`config.mk`:
```
export PLATFORM = sky130hd
export DESIGN_NAME = bmp24_stream_to_rgb565_pixels_flat
export DESIGN_NICKNAME = d
export VERILOG_FILES = /design/src/sv/bmp565_pkg.sv /design/src/sv/bmp565_if.sv /design/src/sv/bmp565_front.sv /design/src/sv/bmp565_queue.sv /design/src/sv/bmp565_back.sv /design/src/sv/bmp24_stream_to_rgb565_pixels.sv /design/src/flat_wrapper.sv
export VERILOG_INCLUDE_DIRS = /design/src /design/src/sv
export SDC_FILE = /design/constraint.sdc
export NUM_CORES = 1
export LEC_CHECK = 0
export ABC_CLOCK_PERIOD_IN_PS = 7000
export BUFFER_PORTS_ARGS = -buffer_cell sky130_fd_sc_hd__buf_2
export CAP_MARGIN = 20
export CELL_PAD_IN_SITES_DETAIL_PLACEMENT = 2
export CELL_PAD_IN_SITES_GLOBAL_PLACEMENT = 2
export CORE_ASPECT_RATIO = 2
export CORE_UTILIZATION = 42
export DETAILED_ROUTE_END_ITERATION = 6
export PLACE_DENSITY = 0.77
export SYNTH_ARGS = -nofsm -noshare
export SYNTH_HDL_FRONTEND = slang
export SYNTH_SLANG_ARGS = --single-unit
```
`constraint.sdc`:
```
create_clock -name i_clk -period 7 [get_ports i_clk]
set_input_delay 1.4 -clock i_clk [delete_from_list [all_inputs] [get_ports i_clk]]
set_output_delay 1.4 -clock i_clk [all_outputs]
set_load 0.01 [all_outputs]
```
`src/sv/assert_macros.svh`:
```
// Assertion macros used by the top-level RTL file.
`ifndef ASSERT_MACROS_SVH
`define ASSERT_MACROS_SVH

// Property checked on every rising edge of i_clk, skipped while i_rst_n is low.
`define BMP_ASSERT(lbl, prop, msg) \
    lbl: assert property (@(posedge i_clk) disable iff (!i_rst_n) (prop)) \
        else $error(msg);

// Same-cycle implication checked on every rising edge of i_clk.
`define BMP_ASSERT_IMPL(lbl, ante, cons, msg) \
    lbl: assert property (@(posedge i_clk) disable iff (!i_rst_n) (ante) |-> (cons)) \
        else $error(msg);

`endif

```
`src/sv/bmp565_pkg.sv`:
```
// Types and constants for the BMP to RGB565 pixel decoder.
package bmp565_pkg;

    // Header byte positions
    localparam logic [31:0] POS_OFFSET_B0 = 32'd10;
    localparam logic [31:0] POS_OFFSET_B3 = 32'd13;
    localparam logic [31:0] POS_WIDTH_LO  = 32'd18;
    localparam logic [31:0] POS_WIDTH_HI  = 32'd19;
    localparam logic [31:0] POS_HEIGHT_LO = 32'd22;
    localparam logic [31:0] POS_HEIGHT_HI = 32'd23;
    localparam logic [31:0] POS_DEPTH     = 32'd28;

    localparam logic [7:0]  DEPTH_24   = 8'd24;
    localparam logic [31:0] MIN_OFFSET = 32'd29;

    // Configuration register indexes
    localparam int CFG_IDX_W = 1;
    localparam logic [CFG_IDX_W-1:0] CFG_ORIGIN_X = 1'b0;
    localparam logic [CFG_IDX_W-1:0] CFG_ORIGIN_Y = 1'b1;
    localparam int CFG_DATA_W = 11;

    typedef enum logic [1:0] {
        EV_PIXEL  = 2'd0,
        EV_END    = 2'd1,
        EV_REJECT = 2'd2
    } t_event;

    typedef enum logic [1:0] {
        PH_BLUE  = 2'd0,
        PH_GREEN = 2'd1,
        PH_RED   = 2'd2
    } t_phase;

    typedef struct packed {
        logic [7:0] file_byte;
        logic       end_of_file;
    } t_byte_beat;

    typedef struct packed {
        t_event      event_res;
        logic [16:0] pixel_x;
        logic [16:0] pixel_y;
        logic [15:0] color;
        logic        final_res;
    } t_pix_beat;

    // Command passed from the parser to the pixel back end
    typedef struct packed {
        t_event      event_res;
        logic [15:0] column;
        logic [16:0] row_offset;   // height - 1 - file row, mod 2^17
        logic [15:0] color;
        logic        final_res;
    } t_pix_cmd;

    typedef struct packed {
        logic full;
        logic empty;
    } t_q_status;

endpackage

```
`src/sv/bmp565_if.sv`:
```
// Valid/ready stream interfaces for file bytes and pixel results.
interface bmp565_byte_if import bmp565_pkg::*; ();
    logic       valid;
    logic       ready;
    t_byte_beat payload;

    modport source(output valid, output payload, input ready);
    modport sink(input valid, input payload, output ready);
endinterface

interface bmp565_pix_if import bmp565_pkg::*; ();
    logic      valid;
    logic      ready;
    t_pix_beat payload;

    modport source(output valid, output payload, input ready);
    modport sink(input valid, input payload, output ready);
endinterface

```
`src/sv/bmp565_front.sv`:
```
// Byte parser: header capture, row walk, triple assembly into pixel commands, and end or reject commands.
module bmp565_front import bmp565_pkg::*; (
    input  logic      i_clk,
    input  logic      i_rst_n,
    bmp565_byte_if.sink i_byte,
    input  t_q_status i_q_stat,
    output logic      o_push,
    output t_pix_cmd  o_cmd
);

    logic [31:0] r_byte_pos,    n_byte_pos;
    logic [31:0] r_data_offset, n_data_offset;
    logic [15:0] r_image_width, n_image_width;
    logic [15:0] r_image_height, n_image_height;
    logic [17:0] r_byte_in_row, n_byte_in_row;
    logic [15:0] r_file_row,    n_file_row;
    logic [15:0] r_pixel_column, n_pixel_column;
    logic [15:0] r_held_bg,     n_held_bg;
    t_phase      r_triple_phase, n_triple_phase;
    logic        r_rejected,    n_rejected;
    logic [17:0] r_pix_bytes;
    logic [17:0] r_row_bytes;

    logic        beat;
    logic        emit;
    t_pix_cmd    cmd;
    logic [7:0]  b;
    logic [1:0]  off_lane;
    logic [17:0] row_inc;

    assign i_byte.ready = !i_q_stat.full;
    assign beat         = i_byte.valid && i_byte.ready;
    assign b            = i_byte.payload.file_byte;
    assign off_lane     = r_byte_pos[1:0] - POS_OFFSET_B0[1:0];
    assign row_inc      = r_byte_in_row + 18'd1;

    always_comb begin
        n_byte_pos     = r_byte_pos;
        n_data_offset  = r_data_offset;
        n_image_width  = r_image_width;
        n_image_height = r_image_height;
        n_byte_in_row  = r_byte_in_row;
        n_file_row     = r_file_row;
        n_pixel_column = r_pixel_column;
        n_held_bg      = r_held_bg;
        n_triple_phase = r_triple_phase;
        n_rejected     = r_rejected;
        emit           = 1'b0;
        cmd            = '0;

        if (!r_rejected) begin
            if (r_byte_pos <= POS_DEPTH) begin
                if (r_byte_pos inside {[POS_OFFSET_B0:POS_OFFSET_B3]}) begin
                    n_data_offset[{off_lane, 3'b000} +: 8] = b;
                end
                if (r_byte_pos == POS_WIDTH_LO) begin
                    n_image_width[7:0] = b;
                end
                if (r_byte_pos == POS_WIDTH_HI) begin
                    n_image_width[15:8] = b;
                end
                if (r_byte_pos == POS_HEIGHT_LO) begin
                    n_image_height[7:0] = b;
                end
                if (r_byte_pos == POS_HEIGHT_HI) begin
                    n_image_height[15:8] = b;
                end
                if (r_byte_pos == POS_DEPTH) begin
                    if (b != DEPTH_24 || r_data_offset < MIN_OFFSET) begin
                        n_rejected    = 1'b1;
                        emit          = 1'b1;
                        cmd.event_res = EV_REJECT;
                        cmd.final_res = 1'b1;
                    end
                end
            end else if (r_byte_pos >= r_data_offset && r_file_row < r_image_height) begin
                if (r_byte_in_row < r_pix_bytes) begin
                    case (r_triple_phase)
                        PH_BLUE: begin
                            n_held_bg      = {8'h00, b};
                            n_triple_phase = PH_GREEN;
                        end
                        PH_GREEN: begin
                            n_held_bg[15:8] = b;
                            n_triple_phase  = PH_RED;
                        end
                        PH_RED: begin
                            emit           = 1'b1;
                            cmd.event_res  = EV_PIXEL;
                            cmd.column     = r_pixel_column;
                            cmd.row_offset = 17'(r_image_height) - 17'd1
                                             - 17'(r_file_row);
                            cmd.color      = {b[7:3], r_held_bg[15:10], r_held_bg[7:3]};
                            n_triple_phase = PH_BLUE;
                            n_pixel_column = r_pixel_column + 16'd1;
                        end
                        default: begin
                            n_triple_phase = PH_BLUE;
                        end
                    endcase
                end
                if (row_inc >= r_row_bytes) begin
                    n_byte_in_row  = '0;
                    n_triple_phase = PH_BLUE;
                    n_pixel_column = '0;
                    n_file_row     = r_file_row + 16'd1;
                end else begin
                    n_byte_in_row = row_inc;
                end
            end
        end

        if (r_byte_pos != '1) begin
            n_byte_pos = r_byte_pos + 32'd1;
        end

        if (i_byte.payload.end_of_file) begin
            if (emit) begin
                cmd.final_res = 1'b1;
            end else if (!n_rejected) begin
                emit          = 1'b1;
                cmd.event_res = (r_byte_pos < POS_DEPTH) ? EV_REJECT : EV_END;
                cmd.final_res = 1'b1;
            end
            n_byte_pos     = '0;
            n_data_offset  = '0;
            n_image_width  = '0;
            n_image_height = '0;
            n_byte_in_row  = '0;
            n_file_row     = '0;
            n_pixel_column = '0;
            n_held_bg      = '0;
            n_triple_phase = PH_BLUE;
            n_rejected     = 1'b0;
        end
    end

    always_ff @(posedge i_clk) begin
        if (!i_rst_n) begin
            r_byte_pos     <= '0;
            r_data_offset  <= '0;
            r_image_width  <= '0;
            r_image_height <= '0;
            r_byte_in_row  <= '0;
            r_file_row     <= '0;
            r_pixel_column <= '0;
            r_held_bg      <= '0;
            r_triple_phase <= PH_BLUE;
            r_rejected     <= 1'b0;
        end else if (beat) begin
            r_byte_pos     <= n_byte_pos;
            r_data_offset  <= n_data_offset;
            r_image_width  <= n_image_width;
            r_image_height <= n_image_height;
            r_byte_in_row  <= n_byte_in_row;
            r_file_row     <= n_file_row;
            r_pixel_column <= n_pixel_column;
            r_held_bg      <= n_held_bg;
            r_triple_phase <= n_triple_phase;
            r_rejected     <= n_rejected;
        end
    end

    // Row geometry follows the width; it settles long before the pixel data.
    always_ff @(posedge i_clk) begin
        if (!i_rst_n) begin
            r_pix_bytes <= '0;
            r_row_bytes <= '0;
        end else begin
            r_pix_bytes <= {1'b0, r_image_width, 1'b0} + 18'(r_image_width);
            r_row_bytes <= (r_pix_bytes + 18'd3) & ~18'd3;
        end
    end

    assign o_push = beat && emit;
    assign o_cmd  = cmd;

endmodule

```
`src/sv/bmp565_queue.sv`:
```
// Small command FIFO between the parser and the pixel back end.
module bmp565_queue import bmp565_pkg::*; #(
    parameter int DEPTH = 4
) (
    input  logic      i_clk,
    input  logic      i_rst_n,
    input  logic      i_push,
    input  t_pix_cmd  i_cmd,
    input  logic      i_pop,
    output t_pix_cmd  o_head,
    output t_q_status o_stat
);

    localparam int PTR_W = (DEPTH > 1) ? $clog2(DEPTH) : 1;
    localparam int CNT_W = $clog2(DEPTH + 1);

    t_pix_cmd         r_mem [DEPTH];
    logic [PTR_W-1:0] r_wr_ptr;
    logic [PTR_W-1:0] r_rd_ptr;
    logic [CNT_W-1:0] r_count;

    logic do_push;
    logic do_pop;

    assign o_stat.full  = (r_count == CNT_W'(DEPTH));
    assign o_stat.empty = (r_count == '0);
    assign do_push      = i_push && !o_stat.full;
    assign do_pop       = i_pop && !o_stat.empty;
    assign o_head       = r_mem[r_rd_ptr];

    always_ff @(posedge i_clk) begin
        if (do_push) begin
            r_mem[r_wr_ptr] <= i_cmd;
        end
    end

    always_ff @(posedge i_clk) begin
        if (!i_rst_n) begin
            r_wr_ptr <= '0;
            r_rd_ptr <= '0;
            r_count  <= '0;
        end else begin
            if (do_push) begin
                r_wr_ptr <= (r_wr_ptr == PTR_W'(DEPTH - 1)) ? '0 : r_wr_ptr + 1'b1;
            end
            if (do_pop) begin
                r_rd_ptr <= (r_rd_ptr == PTR_W'(DEPTH - 1)) ? '0 : r_rd_ptr + 1'b1;
            end
            if (do_push && !do_pop) begin
                r_count <= r_count + 1'b1;
            end else if (do_pop && !do_push) begin
                r_count <= r_count - 1'b1;
            end
        end
    end

endmodule

```
`src/sv/bmp565_back.sv`:
```
// Pixel back end: screen coordinates and the registered output beat.
module bmp565_back import bmp565_pkg::*; (
    input  logic                  i_clk,
    input  logic                  i_rst_n,
    input  logic [CFG_DATA_W-1:0] i_origin_x,
    input  logic [CFG_DATA_W-1:0] i_origin_y,
    input  t_pix_cmd              i_head,
    input  t_q_status             i_q_stat,
    output logic                  o_pop,
    bmp565_pix_if.source          o_pix
);

    logic      r_valid;
    t_pix_beat r_beat;
    t_pix_beat n_beat;

    assign o_pop = !i_q_stat.empty && (!r_valid || o_pix.ready);

    always_comb begin
        n_beat           = '0;
        n_beat.event_res = i_head.event_res;
        n_beat.final_res = i_head.final_res;
        if (i_head.event_res == EV_PIXEL) begin
            n_beat.pixel_x = 17'(i_origin_x) + 17'(i_head.column);
            n_beat.pixel_y = 17'(i_origin_y) + i_head.row_offset;
            n_beat.color   = i_head.color;
        end
    end

    always_ff @(posedge i_clk) begin
        if (!i_rst_n) begin
            r_valid <= 1'b0;
        end else if (o_pop) begin
            r_valid <= 1'b1;
        end else if (o_pix.ready) begin
            r_valid <= 1'b0;
        end
    end

    always_ff @(posedge i_clk) begin
        if (o_pop) begin
            r_beat <= n_beat;
        end
    end

    assign o_pix.valid   = r_valid;
    assign o_pix.payload = r_beat;

endmodule

```
`src/sv/bmp24_stream_to_rgb565_pixels.sv`:
```
// Throughput: one file byte per cycle unless the queue is full; parser state updates
// once per accepted beat; a command goes into the queue and then the output register.
// The command queue parts parser and output register, so each side stalls on its own.
// Reset: synchronous active-low; clears parser, queue, output valid and origins to zero.
`include "assert_macros.svh"

module bmp24_stream_to_rgb565_pixels import bmp565_pkg::*; #(
    parameter int QUEUE_DEPTH = 4
) (
    input  logic                  i_clk,
    input  logic                  i_rst_n,
    bmp565_byte_if.sink           i_byte,
    bmp565_pix_if.source          o_pix,
    input  logic                  i_cfg_we,
    input  logic [CFG_IDX_W-1:0]  i_cfg_idx,
    input  logic [CFG_DATA_W-1:0] i_cfg_wdata
);

    logic [CFG_DATA_W-1:0] r_origin_x;
    logic [CFG_DATA_W-1:0] r_origin_y;

    logic      push;
    logic      pop;
    t_pix_cmd  cmd;
    t_pix_cmd  head;
    t_q_status q_stat;

    always_ff @(posedge i_clk) begin
        if (!i_rst_n) begin
            r_origin_x <= '0;
            r_origin_y <= '0;
        end else if (i_cfg_we) begin
            case (i_cfg_idx)
                CFG_ORIGIN_X: r_origin_x <= i_cfg_wdata;
                CFG_ORIGIN_Y: r_origin_y <= i_cfg_wdata;
                default: ;
            endcase
        end
    end

    bmp565_front u_front (
        .i_clk    (i_clk),
        .i_rst_n  (i_rst_n),
        .i_byte   (i_byte),
        .i_q_stat (q_stat),
        .o_push   (push),
        .o_cmd    (cmd)
    );

    bmp565_queue #(
        .DEPTH (QUEUE_DEPTH)
    ) u_queue (
        .i_clk   (i_clk),
        .i_rst_n (i_rst_n),
        .i_push  (push),
        .i_cmd   (cmd),
        .i_pop   (pop),
        .o_head  (head),
        .o_stat  (q_stat)
    );

    bmp565_back u_back (
        .i_clk      (i_clk),
        .i_rst_n    (i_rst_n),
        .i_origin_x (r_origin_x),
        .i_origin_y (r_origin_y),
        .i_head     (head),
        .i_q_stat   (q_stat),
        .o_pop      (pop),
        .o_pix      (o_pix)
    );

    `BMP_ASSERT(a_queue_state, !(q_stat.full && q_stat.empty), "queue full and empty")
    `BMP_ASSERT_IMPL(a_end_is_final, push && cmd.event_res != EV_PIXEL, cmd.final_res, "end or reject not final")
    `BMP_ASSERT_IMPL(a_push_has_room, push, !q_stat.full, "push into full queue")
    `BMP_ASSERT_IMPL(a_nonpixel_zero, o_pix.valid && o_pix.payload.event_res != EV_PIXEL, o_pix.payload.pixel_x == 17'd0 && o_pix.payload.pixel_y == 17'd0 && o_pix.payload.color == 16'd0, "non-pixel beat has coordinates")

endmodule

```
`src/flat_wrapper.sv`:
```
// flat-port wrapper written by rule: the top's interface ports become plain ports
module bmp24_stream_to_rgb565_pixels_flat import bmp565_pkg::*;
#(
    parameter int QUEUE_DEPTH = 4
)
  (i_clk, i_rst_n, i_cfg_we, i_cfg_idx, i_cfg_wdata, i_byte_valid, i_byte_payload, i_byte_ready, o_pix_valid, o_pix_payload, o_pix_ready);
  bmp565_byte_if i_byte_i ();
  bmp565_pix_if o_pix_i ();
  input  logic i_clk;
  input  logic i_rst_n;
  input  logic i_cfg_we;
  input  logic [CFG_IDX_W-1:0] i_cfg_idx;
  input  logic [CFG_DATA_W-1:0] i_cfg_wdata;
  input wire logic [$bits(i_byte_i.valid)-1:0] i_byte_valid;
  input wire logic [$bits(i_byte_i.payload)-1:0] i_byte_payload;
  output wire logic [$bits(i_byte_i.ready)-1:0] i_byte_ready;
  output wire logic [$bits(o_pix_i.valid)-1:0] o_pix_valid;
  output wire logic [$bits(o_pix_i.payload)-1:0] o_pix_payload;
  input wire logic [$bits(o_pix_i.ready)-1:0] o_pix_ready;
  assign i_byte_i.valid = i_byte_valid;
  assign i_byte_i.payload = i_byte_payload;
  assign i_byte_ready = i_byte_i.ready;
  assign o_pix_valid = o_pix_i.valid;
  assign o_pix_payload = o_pix_i.payload;
  assign o_pix_i.ready = o_pix_ready;
  bmp24_stream_to_rgb565_pixels #(.QUEUE_DEPTH(QUEUE_DEPTH)) u_core (.i_clk(i_clk), .i_rst_n(i_rst_n), .i_byte(i_byte_i), .o_pix(o_pix_i), .i_cfg_we(i_cfg_we), .i_cfg_idx(i_cfg_idx), .i_cfg_wdata(i_cfg_wdata));
endmodule
```
---- Word level (Yosys, flattened, before mapping) ----
Memory sizes are Yosys's and may differ from the RTL's. A register that Yosys moved wholly into a read port is not among the register bits.
Index checks and enable logic that the tools add are counted.
word-level totals
  register bits ........................... 284
  latch bits .............................. 0
  RAM bits ................................ 208
  ROM bits ................................ 0
  bits of input ports ..................... 26
  output and inout port bits .............. 55
  logic and storage cells ................. 205
  memories kept ........................... 1
cells by class
  add/sub/neg operators ................... 16
  multiply operators ...................... 0
  divide/modulo/power cells ............... 0
  order comparisons ....................... 9
  equal/unequal tests ..................... 14
  shifts and indexed selects .............. 2
  multiplexer cells ....................... 86
  bitwise logic cells ..................... 1
  reduce and logical (&&, ||, !) cells .... 49
memories
  name                  depth  width  read ports  clocked after memory_dff  wr ports  RTL line            text
  u_core.u_queue.r_mem  4      52     1           1                         1         bmp565_queue.sv:17  t_pix_cmd r_mem [DEPTH];
operator list
  cell                                                                 count
  2-to-1 mux 16 bit                                                    23
  2-to-1 mux 49 bit                                                    4
  2-to-1 mux 32 bit                                                    6
  == test 32 x 5 -> 1 bit (second input constant)                      5
  2-to-1 mux 18 bit                                                    5
  less-than comparator 32 x 5 -> 1 bit (second input constant)         2
  2-to-1 mux 52 bit                                                    1
  2-to-1 mux 8 bit                                                     5
  2-to-1 mux 2 bit                                                     17
  adder 16 x 1 -> 16 bit (second input constant)                       2
  adder 32 x 1 -> 32 bit (second input constant)                       1
  bitwise mux 32 bit                                                   1
  greater-or-equal comparator 32 bit                                   1
  greater-or-equal comparator 32 x 4 -> 1 bit (second input constant)  1
  <= comparator 32 x 4 -> 1 bit (second input constant)                1
  <= comparator 32 x 5 -> 1 bit (second input constant)                1
  inequality test 32 bit (second input constant)                       1
  variable shift 8 x 7 -> 32 bit (first input constant)                1
  indexed part select 8 x 7 -> 32 bit                                  1
  nonzero test 2 bit                                                   13
  AND reduction 4 bit                                                  6
  2-to-1 mux 1 bit                                                     20
  adder 17 x 16 -> 18 bit                                              1
  adder 18 x 1 -> 18 bit (second input constant)                       1
  other kinds (31)                                                     57

---- Logic depth before layout (Yosys ltp) ----
Gate-level depths: netlist of the first run.
  word-level depth ........................ 15
  depth in mapped cells ................... 17
  gate-level depth less buffers ........... 17

---- Cells and area by module ----
A second synthesis of the first run with hierarchy kept.
unflattened totals
  cells, all modules ...................... 2,302
  area, all modules ....................... 24,881.4 µm²
modules (own cells, without submodules)
  module                         times used  cells an instance  area each (µm²)  seq. area each (µm²)
  bmp565_front                   1           1,612              12,786.0         3,883.7
  bmp565_queue                   1           323                8,045.2          6,426.2
  bmp565_back                    1           282                3,200.6          1,611.5
  bmp24_stream_to_rgb565_pixels  1           85                 849.6            440.4

---- Worst setup path after synthesis of the first run ----
No wires, ideal clock.
  kind .................................... input to register
  start ................................... input o_pix_ready
  end ..................................... register u_core.u_queue.r_count[2]
  arrival time ............................ 5.537 ns
  required time ........................... 6.930 ns
  setup slack ............................. 1.393 ns
  stages on the path ...................... 9
  buffers on the path ..................... 0
  path through ............................ inv_1 > a21oi_1 > inv_1 > ha_1 > inv_1 > fa_1 > xor2_1 > or3_1 > a21oi_1
on the way
  longest elaborated chain between the ends .. 6
  elaborated cells on any way between the ends .. 8
  classes of those cells .................. mux (1); reduce/logical (7)
ends and longest elaborated chain
  element                                                 RTL line                             text
  start, declared                                         flat_wrapper.sv:19                   input wire logic [$bits(o_pix_i.ready)-1:0] o_pix_ready;
  logical OR 1 bit *                                      bmp565_back.sv:17                    assign o_pop = !i_q_stat.empty && (!r_valid || o_pix.ready);
  logical AND 1 bit *                                     bmp565_back.sv:17
  net u_core.pop                                          bmp24_stream_to_rgb565_pixels.sv:23  logic pop;
  logical AND 1 bit *                                     bmp565_queue.sv:28                   assign do_pop = i_pop && !o_stat.empty;
  zero test 1 bit                                         bmp565_queue.sv:49                   if (do_push && !do_pop) begin
  logical AND 1 bit                                       bmp565_queue.sv:49
  2-to-1 mux 3 bit or nonzero test 2 bit (tied branches)  -
  end signal, assigned                                    bmp565_queue.sv:50                   r_count <= r_count + 1'b1;
  end signal, assigned                                    bmp565_queue.sv:52                   r_count <= r_count - 1'b1;
  end, declared                                           bmp565_queue.sv:20                   logic [CNT_W-1:0] r_count;
Mark *: on every way through the listed nets, which the timed path passes. The rest lies on a longest branch.
A chain may end at the register's enable or synchronous reset.

---- Worst setup path after layout of the first run ----
  start ................................... register u_core.u_front.r_byte_in_row[0]
  end ..................................... register u_core.u_front.r_pixel_column[11]
on the way
  longest elaborated chain between the ends .. 7
  elaborated cells on any way between the ends .. 11
  classes of those cells .................. add/sub (1); order compare (2); mux (5); reduce/logical (3)
ends and longest elaborated chain
  element                             RTL line             text
  start, declared                     bmp565_front.sv:15   logic [17:0] r_byte_in_row, n_byte_in_row;
  start signal, assigned              bmp565_front.sv:155  r_byte_in_row <= n_byte_in_row;
  adder 18 x 1 -> 18 bit              bmp565_front.sv:35   assign row_inc = r_byte_in_row + 18'd1;
  greater-or-equal comparator 18 bit  bmp565_front.sv:102  if (row_inc >= r_row_bytes) begin
  2-to-1 mux 16 bit                   bmp565_front.sv:102
  2-to-1 mux 16 bit                   bmp565_front.sv:76   end else if (r_byte_pos >= r_data_offset && r_file_row < r_image_height) begin
  2-to-1 mux 16 bit                   bmp565_front.sv:52   if (r_byte_pos <= POS_DEPTH) begin
  2-to-1 mux 16 bit                   bmp565_front.sv:51   if (!r_rejected) begin
  2-to-1 mux 16 bit                   bmp565_front.sv:117  if (i_byte.payload.end_of_file) begin
  end signal, assigned                bmp565_front.sv:157  r_pixel_column <= n_pixel_column;
  end, declared                       bmp565_front.sv:17   logic [15:0] r_pixel_column, n_pixel_column;
Parallel ways exist; a longest one is shown, timed or not. The select of a mux whose other input is x is not followed.

==> impl_metrics.toml, run 1 <==
[run_status]
status = "completed"

[layout]
final_cells = 3066
num-fill-cells = 5858
syn2layout_area_growth_pct = 11.6
drive_gt1_frac = 0.117
antenna_cells = 0
fin_nets = 2462

[worst_setup_path]
crit_path_end_kind = "flop"
cp-startpoint = "u_core.u_front.r_byte_in_row[0]$_SDFFE_PN0P_"
crit_fanout = 23
reg2reg_to = "u_core.u_front.r_pixel_column[11]$_SDFFE_PN0P_"
r2r_start = "u_core.u_front.r_byte_in_row[0]$_SDFFE_PN0P_"
rr_worst_depth = 14
r2r_slack_ns = 1.82
cp.arrival_ns = 5.65
start_kind = "flop"
critPathKind = "flop to flop"
required_ns = 7.47

[clock_tree]
cts_tree = "built"
postCtsSetupBuffers = 0
htreeDepth = 2
cts_resized = 0
clock_path_buffers = 3
clock-sinks = 487
cts_hold_buffers = 0
numCtsBuffers = 46
clock_latency_ns = 0.59
root_buffer = "clkbuf_16"
path_clk_slew_ns = 0.07

[global_routing]
grt_max_degree = 80
antenna_found_initial = 0
grt_pass1_vias = 20000
grt_use_total = 0.261
grt_pass1_wl_um = 115000
gr-total-overflow = 0

[synthesis]
synth_area_um2 = 24000
synth_seq_area_share = 0.515
synth_async_sr_flop_share = 0
synthDistinctLibCells = 80
synth_edf_count = 261
ys.flop_type = "edfxtp_1"
ys_ff_latch = 487
syn-instance-count = 2211
ys_top_cells_by_area = "edfxtp_1 (33%), dfxtp_1 (19%), ha_1 (7.8%)"
syn_area_per_cell_um2 = 10.9
yosys.area.top_type = "edfxtp_1"
synth_fp_nets = 2392
yosys_warnings = 0
synth_top_area_share = 0.327

[hold_path]
hp-class = "flop to flop"
holdPathStages = 2
min_from = "u_core.u_front.r_data_offset[2]$_SDFFE_PN0P_"
hold_end = "u_core.u_front.r_data_offset[2]$_SDFFE_PN0P_"

[timing]
worst_slack_ns = 1.82
relSlewSlack = 0.307
setup_tns_ns = 0
worst_slew_pin_slew_ns = 1.03
fin_crit_sh = 0.740
hold_violations = 0
clock-skew-final_ns = 0.0227
rsz0062_at_grt = "false"
setup-violations-final = 0
min_period_ns = 5.18
fmax_mhz = 193
finalMaxSlewViolations = 0

[pwr]
vdd_drop_max_mv = 0.174
p_leak_nw = 9.82
powerDensity_nw_per_um2 = 301

[floorplan]
die-area_um2 = 58200
design.core.area_um2 = 56300
rows = 123
die_x_um = 171
start_util = 0.426
io-pin-count = 81
die_y_um = 340

[route]
wl_um = 74400
drt_first_pass_iters = 5
drcViolationCount = 0
num_vias = 17500
ant_nets = 0
via_per_inst = 5.71
post_drt_wl_per_cell_um = 24.3
drt_iter0_drc = 641

[place]
io_buffers = 80
hpwl_um = 54500
dp_cells = 2982
preCtsSetupSlack_ns = 1.78
gp_congestion = 0.805

[job]
drv_cap = 0
final cells by class:
class / count / area, um^2 / area share
Clock buffer: 62 / 1290 / 0.0482
Clock inverter: 21 / 263 / 0.00981
Inverter: 152 / 573 / 0.0214
Multi-Input combinational cell: 1491 / 10800 / 0.402
Sequential cell: 487 / 12400 / 0.462
Tap cell: 750 / 938 / 0.0350
Timing Repair Buffer: 103 / 578 / 0.0216
stage by stage:
stage	power, mW	hold slack [ns]	util	instance area (um^2)
final	8.05	0.466	0.476	26800
after global placement	5.32	0.443	0.448	25200
after CTS	8.15	0.467	0.475	26800
after global routing	8.39	0.493	0.476	26800
after floorplan	4.80	0.430	-	24000
after detailed placement	5.47	0.458	0.448	25200
sequential cells by signal (all words and copies together), names as in the netlist, 18 cells and up, named ones only:
register,count
u_core.u_queue.r_mem,208
u_core.u_back.o_pix.payload,53
u_core.u_front.r_byte_pos,32
u_core.u_front.r_data_offset,32
u_core.u_front.r_byte_in_row,18
u_core.u_front.r_pix_bytes,18
layout by cell type (no fill, tap or decap), types with 8 or more instances in the layout:
cell       count
a211oi_1      11
a21o_1        24
a21oi_1      149
a22o_1         8
a31oi_1        8
and2_1        53
and3_1        24
buf_2         80
buf_4         22
clkbuf_1       9
clkbuf_16     47
clkinv_2       9
dfxtp_1      224
edfxtp_1     261
ha_1         150
inv_1        151
mux2i_1       45
mux4_2        52
nand2_1      178
nand2b_1      14
nand3_1       60
nand3b_1      17
nand4_1       20
nor2_1       181
nor2b_1       49
nor3_1        54
nor4_1        25
o211ai_1      14
o21a_1        14
o21ai_0       71
o31ai_1       12
or2_2          8
or3_1         30
or3b_1         9
or4_1         12
xnor2_1       57
xor2_1        31
synthesized netlist by cell type (all sizes together) (6+ instances only):
cell type    n
xnor2       57
clkbuf      63
o21ai       75
nor4b        6
a211oi      12
or3         30
o2111ai      7
nand3       60
nor4        27
buf         18
or3b         9
a21boi       6
edfxtp     261
a41oi        7
inv        152
a21o        24
o31ai       13
a31oi        9
nor3        54
mux4        52
nor2b       51
o211ai      16
and4         7
xor2        31
nand4       21
o21a        14
and2        58
nand3b      17
a22o         8
or4         13
nor3b        6
and3        24
or2          8
nor2       186
mux2i       45
a2111oi      6
dfxtp      226
a21oi      150
nand2      178
ha         150
nand2b      14
power by group:
part	switching [mW]	internal, mW	leakage, nW
logic	1.10	0.754	4.70
clock network	1.13	1.52	0.770
registers	0.206	3.35	4.35
worst max-delay path: stages (launching register included):
cell	delay, ns
dfxtp_1	0.45
ha_1	0.29
nand3_1	0.24
nor3_1	0.50
and3_1	0.31
and3_1	0.29
xor2_1	0.19
ha_1	0.28
o211ai_1	0.21
nor3_1	0.09
a211oi_1	0.42
o21a_1	0.41
o211ai_2	0.50
or3_1	0.58
o31ai_1	0.31
logic make-up after synthesis:
logic type	count (synthesis)	synth area share
DFF	487	0.515
adders and majority gates	155	0.0824
muxes	102	0.0699
buffers and inverters	233	0.0371
xor gates and xnor gates	88	0.0321
AOI/OAI and AO/OA	374	0.0993
and+or+nand+nor	772	0.164
how the worst max path moves through the flow:
stage                     slack [ns]  cells after the start                                        endpoint
after floorplan                 1.39                      9          u_core.u_queue.r_count[2]$_SDFFE_PN0P_
after global placement          2.08                     14   u_core.u_front.r_pixel_column[4]$_SDFFE_PN0P_
after detailed placement        1.78                     14  u_core.u_front.r_pixel_column[11]$_SDFFE_PN0P_
after CTS                       1.76                     14  u_core.u_front.r_pixel_column[11]$_SDFFE_PN0P_
after global routing            1.45                     14  u_core.u_front.r_pixel_column[11]$_SDFFE_PN0P_
final                           1.82                     14  u_core.u_front.r_pixel_column[11]$_SDFFE_PN0P_
metal layers:
metal	vias to the layer above	GRT usage	share of wire	wire length, um
met4	0	0.128	0.051	3780
li1	8096	-	-	-
met3	159	0.0273	0.024	1820
met5	-	0	0	0
met2	311	0.522	0.57	42600
met1	8955	0.257	0.35	26200
Power figures use the tool's default switching activity.
==> run 2: changes to the inputs <==
--- a/config.mk
+++ b/config.mk
@@ -6,15 +6,15 @@
 export SDC_FILE = /design/constraint.sdc
 export NUM_CORES = 1
 export LEC_CHECK = 0
-export ABC_CLOCK_PERIOD_IN_PS = 7000
+export ABC_CLOCK_PERIOD_IN_PS = 4150
 export BUFFER_PORTS_ARGS = -buffer_cell sky130_fd_sc_hd__buf_2
 export CAP_MARGIN = 20
 export CELL_PAD_IN_SITES_DETAIL_PLACEMENT = 2
 export CELL_PAD_IN_SITES_GLOBAL_PLACEMENT = 2
 export CORE_ASPECT_RATIO = 2
-export CORE_UTILIZATION = 42
+export CORE_UTILIZATION = 38
 export DETAILED_ROUTE_END_ITERATION = 6
-export PLACE_DENSITY = 0.77
+export PLACE_DENSITY = 0.73
 export SYNTH_ARGS = -nofsm -noshare
 export SYNTH_HDL_FRONTEND = slang
 export SYNTH_SLANG_ARGS = --single-unit
==> constraint.sdc (replaced) <==
create_clock -name i_clk -period 4.15 [get_ports i_clk]
set_input_delay 0.83 -clock i_clk [delete_from_list [all_inputs] [get_ports i_clk]]
set_output_delay 0.83 -clock i_clk [all_outputs]
set_load 0.01 [all_outputs]
==> run 2 against run 1 <==
The flow now finishes with violations (design-rule violations). Critical path depth rose by 2. Sequential power rose by 67%. Utilization fell by 3.9 points. Hold slack got worse by 0.0075 ns. Routed wire length barely moved. Via count rose by 0.15%. Power rose by 71%. Non-clock buffer count rose by 36. Cell count rose by 2.7%. Count of clock-buffer cells in the layout fell by 2. Cell area rose by 2.0%. Critical endpoint unchanged. Largest cell class unchanged.
==> impl_metrics.toml, run 2 (same netlist as run 1, synthesis figures left out) <==
[route]
drcViolationCount = 14
via_per_inst = 5.57
drt_first_pass_iters = 7
post_drt_wl_per_cell_um = 23.6
ant_nets = 0
num_vias = 17500
wl_um = 74300
drt_iter0_drc = 648

[floorplan]
die_x_um = 180
die_y_um = 357
io-pin-count = 81
start_util = 0.383
die-area_um2 = 64200
rows = 130
design.core.area_um2 = 62600

[timing]
hold_slack_ns = 0.459
finalMaxSlewViolations = 0
min_period_ns = 4.06
fmax_mhz = 246
setup-violations-final = 0
fin_crit_sh = 0.978
hold_violations = 0
relSlewSlack = 0.305
clock-skew-final_ns = 0.0194
worst_slew_pin_slew_ns = 1.02

[clock_tree]
cts_hold_buffers = 0
numCtsBuffers = 47
htreeDepth = 2
root_buffer = "clkbuf_16"
cts_tree = "built"
clock-sinks = 487
clock_latency_ns = 0.59
path_clk_slew_ns = 0.07
clock_path_buffers = 3

[global_routing]
antenna_found_initial = 0
grt_pass1_vias = 20000
grt_pass1_wl_um = 115000
grt_use_total = 0.233
gr-total-overflow = 0
grt_max_degree = 68

[run_status]
status = "finished with violations"
violations = "design-rule violations"

[layout]
final_cell_mix = "edfxtp_1 (261), dfxtp_1 (220), nor2_1 (181)"
design_area_um2 = 27300
num-fill-cells = 6516
fin_nets = 2499
syn2layout_area_growth_pct = 13.9
drive_gt1_frac = 0.140
final_common_cell = "edfxtp_1"
largest_reg_flops = 208
largest-register = "u_core.u_queue.r_mem"
antenna_cells = 0

[hold_path]
hp-class = "flop to flop"
holdPathStages = 2

[place]
dpl_cell_area_um2 = 25600
gp_congestion = 0.799
hpwl_um = 55200
io_buffers = 80

[worst_setup_path]
crit_path_max_incr_delay_ns = 0.46
crit_fanout = 23
critPathKind = "flop to flop"
cp.depth = 16
rr_worst_depth = 16
worst_path_dominant_cell_family = "simple AND/OR/NAND/NOR gates"
path_cells = "buf_4, nand2_1, nor4_2, buf_4, and3_1, and3_1, buf_4, and3_1, xor2_1, ha_1, a211oi_2, o21a_1, o211ai_2, buf_8, or3_1, o31ai_2"
cp.arrival_ns = 4.54
cpMaxStageDelayCell = "or3_1"
required_ns = 4.63
crit_buf_inv = 4
start_kind = "flop"
crit_path_end_kind = "flop"

[pwr]
powerDensity_nw_per_um2 = 504
vdd_drop_max_mv = 0.292
p_leak_nw = 10.0

[job]
drv_cap = 0
## run 2: changes by cell type in the layout (fill, tap and decap cells not counted), moves of 4 or more
cell,before,now
buf_12,0,5
buf_4,22,53
dfxtp_1,224,220
dfxtp_2,1,5
## run 2: worst paths after layout
check	slack (ns)	endpoint	startpoint
setup / recovery	0.09	u_core.u_front.r_pixel_column[11]$_SDFFE_PN0P_	u_core.u_front.r_byte_in_row[0]$_SDFFE_PN0P_
hold / removal	0.46	u_core.u_front.r_data_offset[3]$_SDFFE_PN0P_	u_core.u_front.r_data_offset[3]$_SDFFE_PN0P_
setup reg to reg	0.09	u_core.u_front.r_pixel_column[11]$_SDFFE_PN0P_	u_core.u_front.r_byte_in_row[0]$_SDFFE_PN0P_
hold reg to reg	0.46	u_core.u_front.r_data_offset[3]$_SDFFE_PN0P_	u_core.u_front.r_data_offset[3]$_SDFFE_PN0P_
## run 2: layout make-up
class	count	area, um^2	share of cell area
sequential	487	12400	0.453
multi-input combinational	1491	10900	0.398
clock buffer	60	1270	0.0467
tap	792	991	0.0363
timing repair buffer	139	913	0.0334
inverter	152	573	0.0210
clock inverter	27	332	0.0121
## run 2: repair_timing
item	4_1_cts	5_1_grt
buffers inserted	1	4
setup endpoints to repair	16	41
gates resized for setup	4	18
pin swaps	2	4
cloned	0	0
## run 2: power by group
part / internal [mW] / leakage, nW / total [mW] / switching [mW]
Sequential: 5.65 / 4.31 / 5.94 / 0.286
Clock: 2.62 / 0.785 / 4.58 / 1.95
Combinational: 1.33 / 4.92 / 3.27 / 1.94
## run 2: worst min-delay path: stages, from the launching register on
cell,delay [ns]
dfxtp_1,0.31
nand2_1,0.05
a21oi_1,0.05
## run 2: stage by stage
stage / power, mW / setup WS [ns] / setup TNS (ns) / instances / utilization
final: 13.8 / 0.0900 / 0 / 3148 / 0.436
after global routing: 14.4 / -0.0177 / -0.0177 / 3148 / 0.436
after CTS: 14.0 / 0.00297 / 0 / 3144 / 0.435
after detailed placement: 9.30 / -0.0856 / -0.133 / 3056 / 0.409
after global placement: 9.10 / 0.0946 / 0 / 3056 / 0.409
after floorplan: 8.08 / 0.00524 / 0 / 2211 / -
## run 2: metal layers
layer | vias to the layer above | GRT usage | routed length, um | share of wire
met4 | 0 | 0.119 | 3740 | 0.050
met3 | 143 | 0.0179 | 1360 | 0.018
met1 | 8961 | 0.228 | 26400 | 0.36
met2 | 264 | 0.480 | 42800 | 0.58
li1 | 8180 | - | - | -
met5 | - | 0 | 0 | 0
==> run 3: changes to the inputs <==
--- a/config.mk
+++ b/config.mk
@@ -15,6 +15,7 @@
 export CORE_UTILIZATION = 38
 export DETAILED_ROUTE_END_ITERATION = 6
 export PLACE_DENSITY = 0.73
+export REMOVE_ABC_BUFFERS = 1
 export SYNTH_ARGS = -nofsm -noshare
 export SYNTH_HDL_FRONTEND = slang
 export SYNTH_SLANG_ARGS = --single-unit
==> run 3 against run 2 <==
The run still ends with design-rule violations left. Maximum frequency increased by 2.6%. Power decreased by 0.66%. Utilization increased by 0.40 points. Combinational power increased by 2%. Non-clock buffer count increased by 36. Die area unchanged. Global-route usage increased by 0.53 points. Cell area increased by 0.91%. First-iteration DRC count increased by 13%. Sequential share of layout area decreased by 0.42 points. Critical path type unchanged. Highest routed layer is now met5.
==> impl_metrics.toml, run 3 (same netlist as run 1, synthesis figures left out) <==
[run_status]
status = "finished with violations"
violations = "design-rule violations"

[worst_setup_path]
start_kind = "flop"
crit_path_end_kind = "flop"
required_ns = 4.68
critPathKind = "flop to flop"
cp.arrival_ns = 4.49
reg2reg_to = "u_core.u_queue.r_count[2]$_SDFFE_PN0P_"
rr_worst_depth = 15
r2r_start = "u_core.u_front.r_byte_in_row[7]$_SDFFE_PN0P_"
crit_fanout = 6
r2r_slack_ns = 0.19

[clock_tree]
clock_latency_ns = 0.60
cts_tree = "built"
path_clk_slew_ns = 0.07
htreeDepth = 2
clock-sinks = 487
clock_path_buffers = 3
numCtsBuffers = 46
root_buffer = "clkbuf_16"
cts_hold_buffers = 0

[timing]
min_period_ns = 3.96
setup-violations-final = 0
fmax_mhz = 253
hold_violations = 0
hold_slack_ns = 0.460
worst_slew_pin_slew_ns = 1.09
relSlewSlack = 0.272
finalMaxSlewViolations = 0
worst_slack_ns = 0.192
fin_crit_sh = 0.954
clock-skew-final_ns = 0.0211

[global_routing]
antenna_found_initial = 1
use_met1 = 0.230
grt_pass1_wl_um = 118000
grt_util_met3 = 0.0214
grt_use_total = 0.238
grt_pass1_vias = 20200
use_met2 = 0.495
grt.busiest_layer = "met2"
gr-total-overflow = 0
grt_max_degree = 55

[route]
drcViolationCount = 19
post_drt_wl_per_cell_um = 23.9
via_per_inst = 5.57
drt_first_pass_iters = 7
wl_um = 75900
drt_iter0_drc = 733
num_vias = 17700
ant_nets = 0

[layout]
fin_nets = 2534
largest-register = "u_core.u_queue.r_mem"
multi_input_area_um2 = 10900
largest_reg_flops = 208
num-fill-cells = 6460
syn2layout_area_growth_pct = 14.9
drive_gt1_frac = 0.150
final_common_cell = "edfxtp_1"
final_cell_mix = "edfxtp_1 (261), dfxtp_1 (223), nor2_1 (181)"
regArea_um2 = 12400
antenna_cells = 0

[floorplan]
die_x_um = 180
rows = 130
start_util = 0.383
die-area_um2 = 64200
design.core.area_um2 = 62600
die_y_um = 357
io-pin-count = 81

[pwr]
p_leak_nw = 10.2
vdd_drop_max_mv = 0.293
finalPower_mw = 13.7
powerDensity_nw_per_um2 = 497

[hold_path]
hp-class = "flop to flop"
holdPathStages = 2
hold_end = "u_core.u_front.r_data_offset[2]$_SDFFE_PN0P_"
min_from = "u_core.u_front.r_data_offset[2]$_SDFFE_PN0P_"

[job]
drv_cap = 0

[place]
gp_congestion = 0.825
preCtsSetupSlack_ns = -0.0232
io_buffers = 80
hpwl_um = 57500
==> run 3: cell count changes in the layout (fill, tap and decap cells not counted), sizes merged <==
cell | before | now
inv | 156 | 155
bufinv | 7 | 4
clkinvlp | 2 | 5
buf | 139 | 175
clkbuf | 60 | 59
==> run 3: final cells by class <==
type / instances / area share
flip-flops and latches: 487 / 0.448
repair buffers: 175 / 0.0445
multi-input cells: 1491 / 0.394
well taps: 792 / 0.0359
inverters: 152 / 0.0208
clock inverters: 26 / 0.00994
clock buffers: 59 / 0.0468
==> run 3: how the worst max path moves through the flow <==
stage	startpoint	endpoint	slack, ns	cells after the start
6_report	u_core.u_front.r_byte_in_row[7]$_SDFFE_PN0P_	u_core.u_queue.r_count[2]$_SDFFE_PN0P_	0.19	15
2_1_floorplan	flop	u_core.u_back.o_pix.payload[46]$_SDFFCE_PP0P_	-0.93	12
5_1_grt	u_core.u_front.r_byte_in_row[7]$_SDFFE_PN0P_	u_core.u_queue.r_count[2]$_SDFFE_PN0P_	-0.08	15
4_1_cts	u_core.u_front.r_byte_in_row[2]$_SDFFE_PN0P_	u_core.u_front.r_file_row[12]$_SDFFE_PN0P_	-0.04	13
3_3_place_gp	u_core.u_front.r_byte_in_row[2]$_SDFFE_PN0P_	u_core.u_front.r_file_row[12]$_SDFFE_PN0P_	0.16	13
3_5_place_dp	u_core.u_front.r_byte_in_row[2]$_SDFFE_PN0P_	u_core.u_front.r_file_row[12]$_SDFFE_PN0P_	-0.02	13
==> run 3: timing repair <==
| item | 4_1_cts | 5_1_grt |
|---|---|---|
| setup endpoints to repair | 2 | 46 |
| setup buffers | 0 | 5 |
| pin swaps | 0 | 2 |
| gates cloned | 0 | 0 |
| gates resized for setup | 0 | 13 |
==> run 3: power by group <==
group          internal (mW)  switching, mW  leakage [nW]
clock                   2.47           1.99         0.762
combinational           1.39           1.95          5.12
sequential              5.65          0.245          4.31
==> run 3: through the flow <==
stage,instance area (um^2),TNS [ns],utilization,std cells
6_report,27600,0,0.440,3182
3_5_place_dp,25900,-0.0232,0.414,3092
3_3_place_gp,25900,0,0.414,3092
2_1_floorplan,23700,-153.58,-,2130
4_1_cts,27500,-0.0509,0.439,3177
5_1_grt,27600,-0.163,0.440,3182
==> run 3: metal layers <==
layer  vias to the layer above  wire length, um
met4                         2             3700
met1                      9060            26600
met2                       279            44000
met3                       148             1610
met5                         -                8
li1                       8231                -
==> run 3: critical path: stages (launching register included) <==
cell and delay (ns):
dfxtp_1 0.44, ha_1 0.28, a21oi_1 0.14, o21ai_0 0.18, a221oi_2 0.30, o21ai_0 0.31
a211oi_4 0.29, buf_4 0.21, nor3b_4 0.25, o21a_1 0.21, ha_1 0.21, inv_1 0.07
fa_1 0.37, xor2_1 0.18, or3_1 0.31, a21oi_1 0.14
